<file path="src/sv/cleb_pkg.sv">
`default_nettype none
// ----------------------------------------------------------------------------
// Console line editor buffer package
// Shared constants, key codes, read status codes and the result type.
// ----------------------------------------------------------------------------
package cleb_pkg;

  localparam int unsigned CLEB_BUF_DEPTH = 128;
  localparam int unsigned CHAR_W         = 8;
  localparam int unsigned CNT_W          = 8;

  localparam logic OP_KEY  = 1'b0;
  localparam logic OP_READ = 1'b1;

  localparam logic [CHAR_W-1:0] KEY_NUL    = 8'h00;
  localparam logic [CHAR_W-1:0] KEY_CTRL_P = 8'h10;
  localparam logic [CHAR_W-1:0] KEY_CTRL_U = 8'h15;
  localparam logic [CHAR_W-1:0] KEY_CTRL_H = 8'h08;
  localparam logic [CHAR_W-1:0] KEY_DEL    = 8'h7f;
  localparam logic [CHAR_W-1:0] KEY_CTRL_D = 8'h04;
  localparam logic [CHAR_W-1:0] KEY_CR     = 8'h0d;
  localparam logic [CHAR_W-1:0] KEY_LF     = 8'h0a;

  localparam logic [1:0] RS_DELIVERED = 2'd0;
  localparam logic [1:0] RS_NO_DATA   = 2'd1;
  localparam logic [1:0] RS_EOF       = 2'd2;

  typedef struct packed {
    logic              echo_valid;
    logic [CHAR_W-1:0] echo_char;
    logic [CNT_W-1:0]  erase_count;
    logic              dump_request;
    logic              line_committed;
    logic [1:0]        read_status;
    logic [CHAR_W-1:0] read_char;
  } cleb_res_t;

endpackage
`default_nettype wire

</file>
<file path="src/sv/cleb_if.sv">
`default_nettype none
// ----------------------------------------------------------------------------
// Console line editor buffer channels
// Valid/ready channels for input items and result items.
// ----------------------------------------------------------------------------
interface cleb_in_if import cleb_pkg::*; ();
  logic              valid;
  logic              ready;
  logic              opcode;
  logic [CHAR_W-1:0] key_code;
  logic              read_first;

  modport source (output valid, output opcode, output key_code, output read_first,
                  input ready);
  modport sink   (input valid, input opcode, input key_code, input read_first,
                  output ready);
endinterface

interface cleb_out_if import cleb_pkg::*; ();
  logic              valid;
  logic              ready;
  logic              echo_valid;
  logic [CHAR_W-1:0] echo_char;
  logic [CNT_W-1:0]  erase_count;
  logic              dump_request;
  logic              line_committed;
  logic [1:0]        read_status;
  logic [CHAR_W-1:0] read_char;

  modport source (output valid, output echo_valid, output echo_char, output erase_count,
                  output dump_request, output line_committed, output read_status,
                  output read_char, input ready);
  modport sink   (input valid, input echo_valid, input echo_char, input erase_count,
                  input dump_request, input line_committed, input read_status,
                  input read_char, output ready);
endinterface
`default_nettype wire

</file>
<file path="src/sv/cleb_ram.sv">
`default_nettype none
// ----------------------------------------------------------------------------
// Generic single-port-write, single-port-read RAM
// One write and one registered read per cycle.
// ----------------------------------------------------------------------------
module cleb_ram #(
  parameter int unsigned WIDTH = 8,
  parameter int unsigned DEPTH = 128
) (
  input  wire logic                     clk_i,
  input  wire logic                     we_i,
  input  wire logic [$clog2(DEPTH)-1:0] waddr_i,
  input  wire logic [WIDTH-1:0]         wdata_i,
  input  wire logic [$clog2(DEPTH)-1:0] raddr_i,
  output      logic [WIDTH-1:0]         rdata_o
);

  logic [WIDTH-1:0] mem_q [DEPTH];
  logic [WIDTH-1:0] rdata_q;

  always_ff @(posedge clk_i) begin
    if (we_i) begin
      mem_q[waddr_i] <= wdata_i;
    end
    rdata_q <= mem_q[raddr_i];
  end

  assign rdata_o = rdata_q;

endmodule
`default_nettype wire

</file>
<file path="src/sv/console_line_editor_buffer.sv">
`default_nettype none
// ----------------------------------------------------------------------------
// Console line editor buffer
// Canonical console line discipline over a circular character store.
// ----------------------------------------------------------------------------
// Keys edit the uncommitted tail of a BUF_DEPTH-entry character store; read
// items pop committed bytes one at a time. Every item returns exactly one
// result. A plain key, backspace, delete or control-P finishes in the cycle
// it is accepted; a read item makes one store read, and control-U walks back
// through the store one entry per cycle on its single read port, erasing up
// to BUF_DEPTH - 1 characters. A new item is taken once the block is idle
// and the output register is free or being emptied. The store needs no
// clearing after reset.
// ----------------------------------------------------------------------------
module console_line_editor_buffer import cleb_pkg::*; #(
  parameter int unsigned BUF_DEPTH = CLEB_BUF_DEPTH
) (
  input wire logic clk_i,
  input wire logic rst_ni,
  cleb_in_if.sink   in_i,
  cleb_out_if.source out_o
);

  localparam int unsigned IDX_W  = $clog2(2 * BUF_DEPTH);
  localparam int unsigned ADDR_W = $clog2(BUF_DEPTH);

  localparam logic [IDX_W-1:0] IDX_LAST = IDX_W'(2 * BUF_DEPTH - 1);
  localparam logic [IDX_W-1:0] DEPTH_I  = IDX_W'(BUF_DEPTH);
  localparam logic [IDX_W:0]   IDX_MOD  = (IDX_W + 1)'(2 * BUF_DEPTH);

  localparam logic [1:0] ST_IDLE = 2'd0;
  localparam logic [1:0] ST_KILL = 2'd1;
  localparam logic [1:0] ST_READ = 2'd2;

  function automatic logic [IDX_W-1:0] idx_inc(input logic [IDX_W-1:0] a);
    return (a == IDX_LAST) ? '0 : a + 1'b1;
  endfunction

  function automatic logic [IDX_W-1:0] idx_dec(input logic [IDX_W-1:0] a);
    return (a == '0) ? IDX_LAST : a - 1'b1;
  endfunction

  function automatic logic [IDX_W-1:0] idx_sub(input logic [IDX_W-1:0] a,
                                               input logic [IDX_W-1:0] b);
    logic [IDX_W:0] diff;
    if (a >= b) begin
      diff = {1'b0, a} - {1'b0, b};
    end else begin
      diff = {1'b0, a} + IDX_MOD - {1'b0, b};
    end
    return diff[IDX_W-1:0];
  endfunction

  function automatic logic [ADDR_W-1:0] slot(input logic [IDX_W-1:0] a);
    logic [IDX_W-1:0] s;
    s = (a >= DEPTH_I) ? a - DEPTH_I : a;
    return s[ADDR_W-1:0];
  endfunction

  logic [1:0]        state_q, state_d;
  logic [IDX_W-1:0]  read_q, read_d;
  logic [IDX_W-1:0]  commit_q, commit_d;
  logic [IDX_W-1:0]  edit_q, edit_d;
  logic              first_q, first_d;
  logic [CNT_W-1:0]  cnt_q, cnt_d;
  logic              out_valid_q, out_valid_d;
  cleb_res_t         res_q, res_d, res_new;

  logic              out_free;
  logic              in_ready;
  logic              accept;
  logic [CHAR_W-1:0] key_char;
  logic [IDX_W-1:0]  edit_inc;
  logic              we;
  logic [ADDR_W-1:0] raddr;
  logic [CHAR_W-1:0] rdata;

  assign out_free = !out_valid_q || out_o.ready;
  assign in_ready = (state_q == ST_IDLE) && out_free;
  assign accept   = in_i.valid && in_ready;
  assign key_char = (in_i.key_code == KEY_CR) ? KEY_LF : in_i.key_code;
  assign edit_inc = idx_inc(edit_q);

  always_comb begin
    state_d     = state_q;
    read_d      = read_q;
    commit_d    = commit_q;
    edit_d      = edit_q;
    first_d     = first_q;
    cnt_d       = cnt_q;
    res_d       = res_q;
    out_valid_d = out_valid_q && !out_o.ready;
    we          = 1'b0;
    res_new     = '0;
    res_new.read_status = RS_NO_DATA;

    unique case (state_q)
      ST_IDLE: begin
        if (accept) begin
          if (in_i.opcode == OP_READ) begin
            first_d = in_i.read_first;
            state_d = ST_READ;
          end else begin
            unique case (in_i.key_code) inside
              KEY_CTRL_P: begin
                res_new.dump_request = 1'b1;
                res_d       = res_new;
                out_valid_d = 1'b1;
              end
              KEY_CTRL_U: begin
                cnt_d   = '0;
                state_d = ST_KILL;
              end
              KEY_CTRL_H, KEY_DEL: begin
                if (edit_q != commit_q) begin
                  edit_d = idx_dec(edit_q);
                  res_new.erase_count = CNT_W'(1);
                end
                res_d       = res_new;
                out_valid_d = 1'b1;
              end
              default: begin
                if (in_i.key_code != KEY_NUL && idx_sub(edit_q, read_q) < DEPTH_I) begin
                  we     = 1'b1;
                  edit_d = edit_inc;
                  res_new.echo_valid = 1'b1;
                  res_new.echo_char  = key_char;
                  if (key_char == KEY_LF || key_char == KEY_CTRL_D ||
                      idx_sub(edit_inc, read_q) == DEPTH_I) begin
                    commit_d = edit_inc;
                    res_new.line_committed = 1'b1;
                  end
                end
                res_d       = res_new;
                out_valid_d = 1'b1;
              end
            endcase
          end
        end
      end
      ST_KILL: begin
        if (edit_q != commit_q && rdata != KEY_LF) begin
          edit_d = idx_dec(edit_q);
          cnt_d  = (cnt_q == '1) ? cnt_q : cnt_q + 1'b1;
        end else if (out_free) begin
          res_new.erase_count = cnt_q;
          res_d       = res_new;
          out_valid_d = 1'b1;
          state_d     = ST_IDLE;
        end
      end
      ST_READ: begin
        if (out_free) begin
          if (read_q != commit_q) begin
            if (rdata == KEY_CTRL_D) begin
              res_new.read_status = RS_EOF;
              if (first_q) begin
                read_d = idx_inc(read_q);
              end
            end else begin
              res_new.read_status = RS_DELIVERED;
              res_new.read_char   = rdata;
              read_d = idx_inc(read_q);
            end
          end
          res_d       = res_new;
          out_valid_d = 1'b1;
          state_d     = ST_IDLE;
        end
      end
      default: begin
        state_d = ST_IDLE;
      end
    endcase
  end

  // kill reads the entry just below the next edit index, one step ahead
  assign raddr = (state_q == ST_READ || (accept && in_i.opcode == OP_READ)) ?
                 slot(read_q) : slot(idx_dec(edit_d));

  cleb_ram #(
    .WIDTH (CHAR_W),
    .DEPTH (BUF_DEPTH)
  ) u_line_store (
    .clk_i   (clk_i),
    .we_i    (we),
    .waddr_i (slot(edit_q)),
    .wdata_i (key_char),
    .raddr_i (raddr),
    .rdata_o (rdata)
  );

  always_ff @(posedge clk_i or negedge rst_ni) begin
    if (!rst_ni) begin
      state_q     <= ST_IDLE;
      read_q      <= '0;
      commit_q    <= '0;
      edit_q      <= '0;
      first_q     <= 1'b0;
      cnt_q       <= '0;
      out_valid_q <= 1'b0;
    end else begin
      state_q     <= state_d;
      read_q      <= read_d;
      commit_q    <= commit_d;
      edit_q      <= edit_d;
      first_q     <= first_d;
      cnt_q       <= cnt_d;
      out_valid_q <= out_valid_d;
    end
  end

  always_ff @(posedge clk_i) begin
    res_q <= res_d;
  end

  assign in_i.ready           = in_ready;
  assign out_o.valid          = out_valid_q;
  assign out_o.echo_valid     = res_q.echo_valid;
  assign out_o.echo_char      = res_q.echo_char;
  assign out_o.erase_count    = res_q.erase_count;
  assign out_o.dump_request   = res_q.dump_request;
  assign out_o.line_committed = res_q.line_committed;
  assign out_o.read_status    = res_q.read_status;
  assign out_o.read_char      = res_q.read_char;

endmodule
`default_nettype wire

</file>
<file path="src/flat_wrapper.sv">
// flat-port wrapper written by rule: the top's interface ports become plain ports
module console_line_editor_buffer_flat import cleb_pkg::*;
#(
  parameter int unsigned BUF_DEPTH = CLEB_BUF_DEPTH
)
  (clk_i, rst_ni, in_i_valid, in_i_opcode, in_i_key_code, in_i_read_first, in_i_ready, out_o_valid, out_o_echo_valid, out_o_echo_char, out_o_erase_count, out_o_dump_request, out_o_line_committed, out_o_read_status, out_o_read_char, out_o_ready);
  cleb_in_if in_i_i ();
  cleb_out_if out_o_i ();
  input wire logic clk_i;
  input wire logic rst_ni;
  input wire logic [$bits(in_i_i.valid)-1:0] in_i_valid;
  input wire logic [$bits(in_i_i.opcode)-1:0] in_i_opcode;
  input wire logic [$bits(in_i_i.key_code)-1:0] in_i_key_code;
  input wire logic [$bits(in_i_i.read_first)-1:0] in_i_read_first;
  output wire logic [$bits(in_i_i.ready)-1:0] in_i_ready;
  output wire logic [$bits(out_o_i.valid)-1:0] out_o_valid;
  output wire logic [$bits(out_o_i.echo_valid)-1:0] out_o_echo_valid;
  output wire logic [$bits(out_o_i.echo_char)-1:0] out_o_echo_char;
  output wire logic [$bits(out_o_i.erase_count)-1:0] out_o_erase_count;
  output wire logic [$bits(out_o_i.dump_request)-1:0] out_o_dump_request;
  output wire logic [$bits(out_o_i.line_committed)-1:0] out_o_line_committed;
  output wire logic [$bits(out_o_i.read_status)-1:0] out_o_read_status;
  output wire logic [$bits(out_o_i.read_char)-1:0] out_o_read_char;
  input wire logic [$bits(out_o_i.ready)-1:0] out_o_ready;
  assign in_i_i.valid = in_i_valid;
  assign in_i_i.opcode = in_i_opcode;
  assign in_i_i.key_code = in_i_key_code;
  assign in_i_i.read_first = in_i_read_first;
  assign in_i_ready = in_i_i.ready;
  assign out_o_valid = out_o_i.valid;
  assign out_o_echo_valid = out_o_i.echo_valid;
  assign out_o_echo_char = out_o_i.echo_char;
  assign out_o_erase_count = out_o_i.erase_count;
  assign out_o_dump_request = out_o_i.dump_request;
  assign out_o_line_committed = out_o_i.line_committed;
  assign out_o_read_status = out_o_i.read_status;
  assign out_o_read_char = out_o_i.read_char;
  assign out_o_i.ready = out_o_ready;
  console_line_editor_buffer #(.BUF_DEPTH(BUF_DEPTH)) u_core (.clk_i(clk_i), .rst_ni(rst_ni), .in_i(in_i_i), .out_o(out_o_i));
endmodule
</file>
<file path="config.mk">
export PLATFORM = sky130hd
export DESIGN_NAME = console_line_editor_buffer_flat
export DESIGN_NICKNAME = d
export VERILOG_FILES = /design/src/sv/cleb_pkg.sv /design/src/sv/cleb_if.sv /design/src/sv/cleb_ram.sv /design/src/sv/console_line_editor_buffer.sv /design/src/flat_wrapper.sv
export SDC_FILE = /design/constraint.sdc
export NUM_CORES = 2
export LEC_CHECK = 0
export BUFFER_PORTS_ARGS = -buffer_cell sky130_fd_sc_hd__buf_2
export CORE_ASPECT_RATIO = 1.25
export CORE_UTILIZATION = 55
export DETAILED_ROUTE_END_ITERATION = 8
export PLACE_DENSITY = 0.74
export SLEW_MARGIN = 0
export SYNTH_ARGS = -nofsm -noshare
export SYNTH_HDL_FRONTEND = slang
export SYNTH_HIERARCHICAL = 1
export SYNTH_SLANG_ARGS = --single-unit
</file>
<file path="constraint.sdc">
create_clock -name clk_i -period 5.1 [get_ports clk_i]
set_input_delay 0.51 -clock clk_i [delete_from_list [all_inputs] [get_ports clk_i]]
set_output_delay 0.51 -clock clk_i [all_outputs]
set_load 0.05 [all_outputs]
</file>
======== Word-level counts from Yosys, hierarchy flattened ========
Memories as Yosys holds them, arrays and structs flattened. A register that Yosys moved wholly into a read port is not among the register bits.
Cells that the tools add are included.
word-level totals
  register bits after elaboration ......... 65
  memory bits (writable) .................. 1024
  input port bits ......................... 14
  output and inout bits ................... 31
  word-level logic and storage cells ...... 160
  memories ................................ 1
memories
  name                       words  bits a word  read ports  clocked after Yosys merged registers in  wr ports  RTL line        text
  u_core.u_line_store.mem_q  128    8            1           1                                        1         cleb_ram.sv:18  logic [WIDTH-1:0] mem_q [DEPTH];
cells by class
  add/subtract/negate cells ............... 14
  magnitude comparators ................... 6
  eq/ne operators ......................... 28
  mux-type cells .......................... 68
  bitwise gates (word level) .............. 2
  reduce and logical (&&, ||, !) cells .... 27
operators by type and width
  kind                 number
  $mux 8               29
  $pmux 29 s3          2
  $mux 29              5
  $pmux 8 s2           3
  $add 8x1->8 const B  5
  $eq 8x8->1 const B   4
  $sub 8x8->8          4
  $mux 7               4
  $eq 8x4->1 const B   3
  $ge 8x8->1 const B   3
  $sub 7x1->7 const B  3
  $eq 8x3->1 const B   2
  $eq 8x5->1 const B   2
  $ge 8x8->1           2
  $logic_not 8->1      2
  $ne 8x8->1           2
  $sub 8x1->8 const B  2
  $mux 1               15
  $mux 2               6
  $reduce_and 6->1     2
  $mux 10              1
  $ne 2x1->1 const B   5
  $ne 2x2->1 const B   5
  $mux 9               1
  other kinds (21)     33

======== Longest topological paths before layout ========
  depth in word-level cells ............... 22
  depth in mapped cells ................... 24
  mapped depth without buffers ............ 19

======== Cells and area by module ========
The synthesis kept the hierarchy.
modules (own cells, without submodules)
  module                      instances  cells an instance  area an instance (um^2)  sequential area each (um^2)
  cleb_ram                    1          1635               39665.5                  30909.6
  console_line_editor_buffer  1          486                4459.3                   1771.7

======== Worst setup path before layout ========
OpenSTA, ideal clock, no wires.
  path type ............................... register to register
  start ................................... register u_core.read_q[2]
  end ..................................... register u_core.u_line_store.rdata_q[0], in the netlist u_core/u_line_store/rdata_o[0] (read register of u_core.u_line_store.mem_q)
  setup time .............................. 0.121 ns
  arrival time ............................ 5.506 ns
  data required time ...................... 4.979 ns
  setup slack ............................. -0.526 ns
  cell stages (with the launch flop) ...... 24
  buffers on the path ..................... 4
  period minus slack after synthesis ...... 5.626 ns
  cells stage by stage .................... dfrtp_1 clkbuf_1 inv_1 ha_1 a21oi_1 o21ai_1 a21oi_1 mux2i_1 or2_1 buf_2 inv_2 nand2_1 o2111ai_1 inv_1 ha_1 nand4_1 o31a_1 a21oi_1 clkbuf_1 buf_1 mux4_2 mux4_2 mux4_2 mux2_2
on the way
  cells in the longest elaborated chain, start to end .. 18
  elaborated cells between the ends (all ways) .. 25
  classes of those cells .................. 5 x add/sub; 4 x order compare; 14 x mux; 2 x reduce/logical
RTL lines
  element                                                RTL line                           text
  start: declaration                                     console_line_editor_buffer.sv:61   logic [IDX_W-1:0] read_q, read_d;
  start signal: assignment                               console_line_editor_buffer.sv:204  read_q <= read_d;
  $sub 8x8->8, or another cell as far along              console_line_editor_buffer.sv:49   diff = {1'b0, a} + IDX_MOD - {1'b0, b};
  $mux 8 *                                               console_line_editor_buffer.sv:46   if (a >= b) begin
  $mux 8 *                                               console_line_editor_buffer.sv:104  unique case (in_i.key_code) inside
  $mux 8 *                                               console_line_editor_buffer.sv:100  if (in_i.opcode == OP_READ) begin
  $mux 8 *                                               console_line_editor_buffer.sv:99   if (accept) begin
  $mux 8 *                                               console_line_editor_buffer.sv:97   unique case (state_q)
  $lt 8x8->1 *                                           console_line_editor_buffer.sv:123  if (in_i.key_code != KEY_NUL && idx_sub(edit_q, read_q) < DEPTH_I) begin
  $logic_and 1x1->1 *                                    console_line_editor_buffer.sv:123
  (+4 left out)                                          n/a
  $pmux 8 s2 *                                           console_line_editor_buffer.sv:97
  named net u_core.edit_d[1]                             console_line_editor_buffer.sv:63   logic [IDX_W-1:0] edit_q, edit_d;
  $sub 8x1->8 / $logic_not 8->1 (equally long branches)  console_line_editor_buffer.sv:40   return (a == '0) ? IDX_LAST : a - 1'b1;
  $mux 8 *                                               console_line_editor_buffer.sv:40
  $ge 8x8->1 / $sub 7x1->7 (equally long branches)       console_line_editor_buffer.sv:56   s = (a >= DEPTH_I) ? a - DEPTH_I : a;
  $mux 7 *                                               console_line_editor_buffer.sv:56
  $mux 7 *                                               console_line_editor_buffer.sv:178  assign raddr = (state_q == ST_READ || (accept && in_i.opcode == OP_READ)) ?
  named net u_core.raddr[0]                              console_line_editor_buffer.sv:75   logic [ADDR_W-1:0] raddr;
  end: declaration                                       cleb_ram.sv:19                     logic [WIDTH-1:0] rdata_q;
Mark *: on every way through the listed nets, which the timed path passes. The rest lies on a longest branch. The select of a mux whose other input is x is not followed.
A chain may end at the register's enable or synchronous reset.

======== Worst setup path in the final report ========
  start ................................... register u_core.u_line_store.rdata_q[4], in the netlist u_core/u_line_store/rdata_o[4] (read register of u_core.u_line_store.mem_q)
  end ..................................... register u_core.u_line_store.rdata_q[7], in the netlist u_core/u_line_store/rdata_o[7] (read register of u_core.u_line_store.mem_q)
on the way
  cells in the longest elaborated chain, start to end .. 9
  elaborated cells between the ends (all ways) .. 11
  classes of those cells .................. 2 x add/sub; 1 x order compare; 1 x eq/ne; 5 x mux; 2 x reduce/logical
RTL lines
  element                                                RTL line                           text
  $ne 8x4->1 *                                           console_line_editor_buffer.sv:142  if (edit_q != commit_q && rdata != KEY_LF) begin
  $logic_and 1x1->1 *                                    console_line_editor_buffer.sv:142
  $mux 8 *                                               console_line_editor_buffer.sv:142
  $pmux 8 s2 *                                           console_line_editor_buffer.sv:97
  named net u_core.edit_d[0]                             console_line_editor_buffer.sv:63
  $sub 8x1->8 / $logic_not 8->1 (equally long branches)  console_line_editor_buffer.sv:40
  $mux 8 *                                               console_line_editor_buffer.sv:40
  $sub 7x1->7 / $ge 8x8->1 (equally long branches)       console_line_editor_buffer.sv:56
  $mux 7 *                                               console_line_editor_buffer.sv:56
  $mux 7 *                                               console_line_editor_buffer.sv:178
  named net u_core.raddr[0]                              console_line_editor_buffer.sv:75
Mark *: on every way through the listed nets, which the timed path passes. The rest lies on a longest branch.

==> impl_results.md <==
* Final instance area at 51600 um2
* Failing checks: setup timing
* CP max stage delay at 0.55 ns
* All-layer global routing usage at 0.273
* Grt met2 use at 0.469
* Fin crit share at 1.07
* PortBufs at 44
* Core area at 79000 um2
* Die height at 319 um
* Cell count after synthesis at 2121
* Pre-antenna DRT Iters at 6
* Gr ovfl total at 0
* Global routing usage on met1 at 0.341
* Setup violators final at 8
* Starting Density at 0.559
* Synth top area share at 0.717
* Max-slew violations at 0
* Num CTS Buffers at 101
* Critical path startpoint category: register
* Worst Skew at 0.0226 ns
* EDFF count, synth at 1053
* Part of the Yosys area used for sequential elements at 0.741
* FP Rows at 115
* Synth area leader: edfxtp_1
* Via Count at 22700
* Final WL at 109000 um
* Setup slack, reg-to-reg at -0.36 ns
* CTS tree: yes
* Yosys reg bits at 1097
* Count of cell types in the netlist at 74
* Global Route met3 Usage at 0.0366
* Layout cells sized above 1 at 0.343
* Top Usage Layer GRT: met2
* Worst skew pair latency at 0.68 ns
* Final worst slack at -0.360 ns
* Layout area overhead at 17.0%
* Clock Tree Buf Depth at 3
* Syn_nets at 2159
* Pin count of the biggest net entering global routing at 98
* Worst Path Class, Setup: register to register
* Area after DPL at 47300 um2
* Final Hold Viols at 0
* Worst path top cell family by delay: multiplexers
* Vias per cell at 6.42
* Clock root buffer: clkbuf_16
* Cell Chain, Critical Path: or4_4 -> or4_4 -> o211ai_2 -> buf_4 -> nand2_2 -> a32oi_4 -> nor3_4 -> o21ai_2 -> inv_2 -> ha_4 -> nand4_1 -> o31a_1 -> a21oi_4 -> buf_12 -> buf_12 -> buf_12 -> buf_16 -> buf_4 -> mux4_2 -> mux4_2 -> mux4_2 -> mux2_2
* I/O pin cnt at 45
* Min-delay worst type: primary input to register
* First-pass GRT wire length at 160000 um
* Max_cap viols at 0
* Worst-margin pin slew at 1.27 ns
* Status: finished, violations left
* H-Tree Depth at 3
* Synthesis Warnings at 6
* Post-DP HPWL at 68500 um
* Number of global-route vias before repair at 23500
* Commonest register cell after synthesis: edfxtp_1
* DRT iter0 DRCs at 2839
* Worst Setup End Kind: register
* Clk sinks at 1097
* Crit path DAT at 6.04 ns
* CP max-delay cell: mux4_2
* F_max at 183 MHz
* Synthesized area at 44100 um2
* Final Wtd Congestion at 0.965
* Nets@finish at 2442
* WL/cell at 30.7 um
* Routed Antenna Nets at 0
* CP max FO at 6
* Die X at 255 um
* DRC violations left at 0
* FFs w/ async S/R, synth at 0.0328
* Post-layout min period at 5.46 ns
* Slew HR at 0.154
* Syn avg cell area at 20.8 um2
* Initial antenna violation count at 1
* Clock transition at path regs at 0.07 ns
* Main area contributors after synthesis: edfxtp_1 (72%), mux4_2 (17%), dfrtp_1 (2.0%)
* Req. time, crit path at 5.68 ns
* CP bufs+invs at 7
* RSZ-0062 raised after global routing: yes
* DIE AREA at 81400 um2
[worst register-to-register path: stages (launching register included)]
cell and delay, ns:
dfxtp_2 0.34, or4_4 0.53, or4_4 0.44, o211ai_2 0.10, buf_4 0.17, nand2_2 0.11, a32oi_4 0.30, nor3_4 0.06
o21ai_2 0.17, inv_2 0.07, ha_4 0.16, nand4_1 0.08, o31a_1 0.21, a21oi_4 0.10, buf_12 0.14, buf_12 0.14
buf_12 0.15, buf_16 0.15, buf_4 0.13, mux4_2 0.42, mux4_2 0.54, mux4_2 0.55, mux2_2 0.29
[cells by family (layout without fill, tap and decap cells)]
group	Yosys count	after routing	share of synthesized area
mux	355	355	0.176
buf+inv	138	505	0.0134
compound gates	108	108	0.0164
other cells	0	1	0
flops	1097	1097	0.741
fa+ha+maj	24	24	0.00698
simple gates	359	359	0.0384
xor+xnor	40	40	0.00794
[layout make-up]
cell class / instances / area, um2
inverter: 26 / 100
clock inverter: 64 / 922
tap: 1053 / 1320
sequential: 1097 / 32700
timing repair buffer: 292 / 2790
clock buffer: 123 / 2660
multi-input combinational: 886 / 11100
antenna: 1 / 2.50
fill: 4905 / 27400
[sequential cells by signal, summed over array words and instances, names as in the netlist, 2 cells and up]
| signal | cells |
|---|---|
| u_core/out_o.echo_char | 8 |
| u_core/state_q | 2 |
| u_core/cnt_q | 8 |
| u_core/out_o.read_status | 2 |
| u_core/read_q | 8 |
| u_core/u_line_store/mem_q | 1024 |
| u_core/edit_q | 8 |
| u_core/out_o.erase_count | 8 |
| u_core/commit_q | 8 |
| u_core/out_o.read_char | 8 |
| u_core/u_line_store/rdata_o | 8 |
[what timing repair did]
action / in CTS / in global routing
pin swaps: 14 / 12
gates cloned: 3 / 0
setup endpoints to repair: 8 / 12
gates resized for setup: 32 / 18
setup buffers: 24 / 9
hold buffers: 1 / 0
endpoints found under the hold margin: 36 / 0
[placed cells by master, fill, tap and decap left out, types with 19 or more instances in the layout]
cell type	n
o21ai_0	27
edfxtp_1	1053
nor2_1	151
buf_2	39
buf_12	44
buf_4	197
mux4_2	336
xnor2_1	24
ha_1	19
nand3_1	28
bufinv_16	22
inv_1	19
and2_1	25
dfrtp_1	36
nor3_1	21
clkinv_1	19
clkbuf_16	103
clkbuf_1	19
nand2_1	63
[synth_stat cells (2+ instances only)]
cell type  number
and2_1         25
clkbuf_1       64
buf_2          18
inv_1          24
edfxtp_1     1053
o32a_2          2
and3_1          7
nor2_1        152
o211ai_1        4
nor2b_1        16
or4_4           2
buf_1          18
mux4_2        336
nand2_1        65
dfrtp_1        36
nand2b_1        5
ha_1           23
a22oi_1         7
o21ai_0        33
a22o_1          3
or2_1           2
o21bai_1        2
mux2i_1         2
xnor2_1        24
nor4_1          6
buf_4          11
xor2_1         16
o21a_1          2
o21ai_1         5
dfxtp_1         8
a31oi_1         3
nand3_1        28
mux2_2         17
o22ai_1         2
nor3_1         23
o2111ai_1       5
nand4_1         7
or3_1           5
a21oi_1        20
or2_2           4
o31ai_1         3
[metrics by stage]
stage | TNS, ns | hold slack (ns) | setup slack (ns) | std cells | util
6_report | -2.65 | 0.0720 | -0.360 | 3542 | 0.653
5_1_grt | -3.62 | 0.0691 | -0.489 | 3542 | 0.653
4_1_cts | -2.74 | 0.0366 | -0.367 | 3531 | 0.651
3_5_place_dp | -3.48 | 0.527 | -0.529 | 3316 | 0.599
3_3_place_gp | -3.46 | 0.519 | -0.538 | 3316 | 0.599
2_1_floorplan | 0 | 0.214 | 0.000110 | 2121 | -
[path summary, 6_finish.rpt]
| path | to | depth (start not counted) | startpoint |
|---|---|---|---|
| min reg2reg | u_core/first_q$_DFFE_PN0P_ | 1 | u_core/first_q$_DFFE_PN0P_ |
| max in group asynchronous | u_core/state_q[1]$_DFFE_PN0P_ | 2 | rst_ni |
| min | u_core/first_q$_DFFE_PN0P_ | 2 | in_i_read_first |
| max | u_core/u_line_store/rdata_o[7]$_DFF_P_ | 22 | u_core/u_line_store/rdata_o[4]$_DFF_P_ |
| min in group asynchronous | u_core/edit_q[2]$_DFF_PN0_ | 2 | rst_ni |
| max reg2reg | u_core/u_line_store/rdata_o[7]$_DFF_P_ | 22 | u_core/u_line_store/rdata_o[4]$_DFF_P_ |
[routing by layer]
metal  routed length, um  share of wire  vias up
met4                5710          0.053        0
met2               56300           0.52     1269
met1               38500           0.35    11900
met3                8240          0.076      272
li1                    -              -     9330
met5                   0              0        -
Power is not shown: default switching activity piles up to over one toggle a cycle in this logic, so the estimate is an artifact.
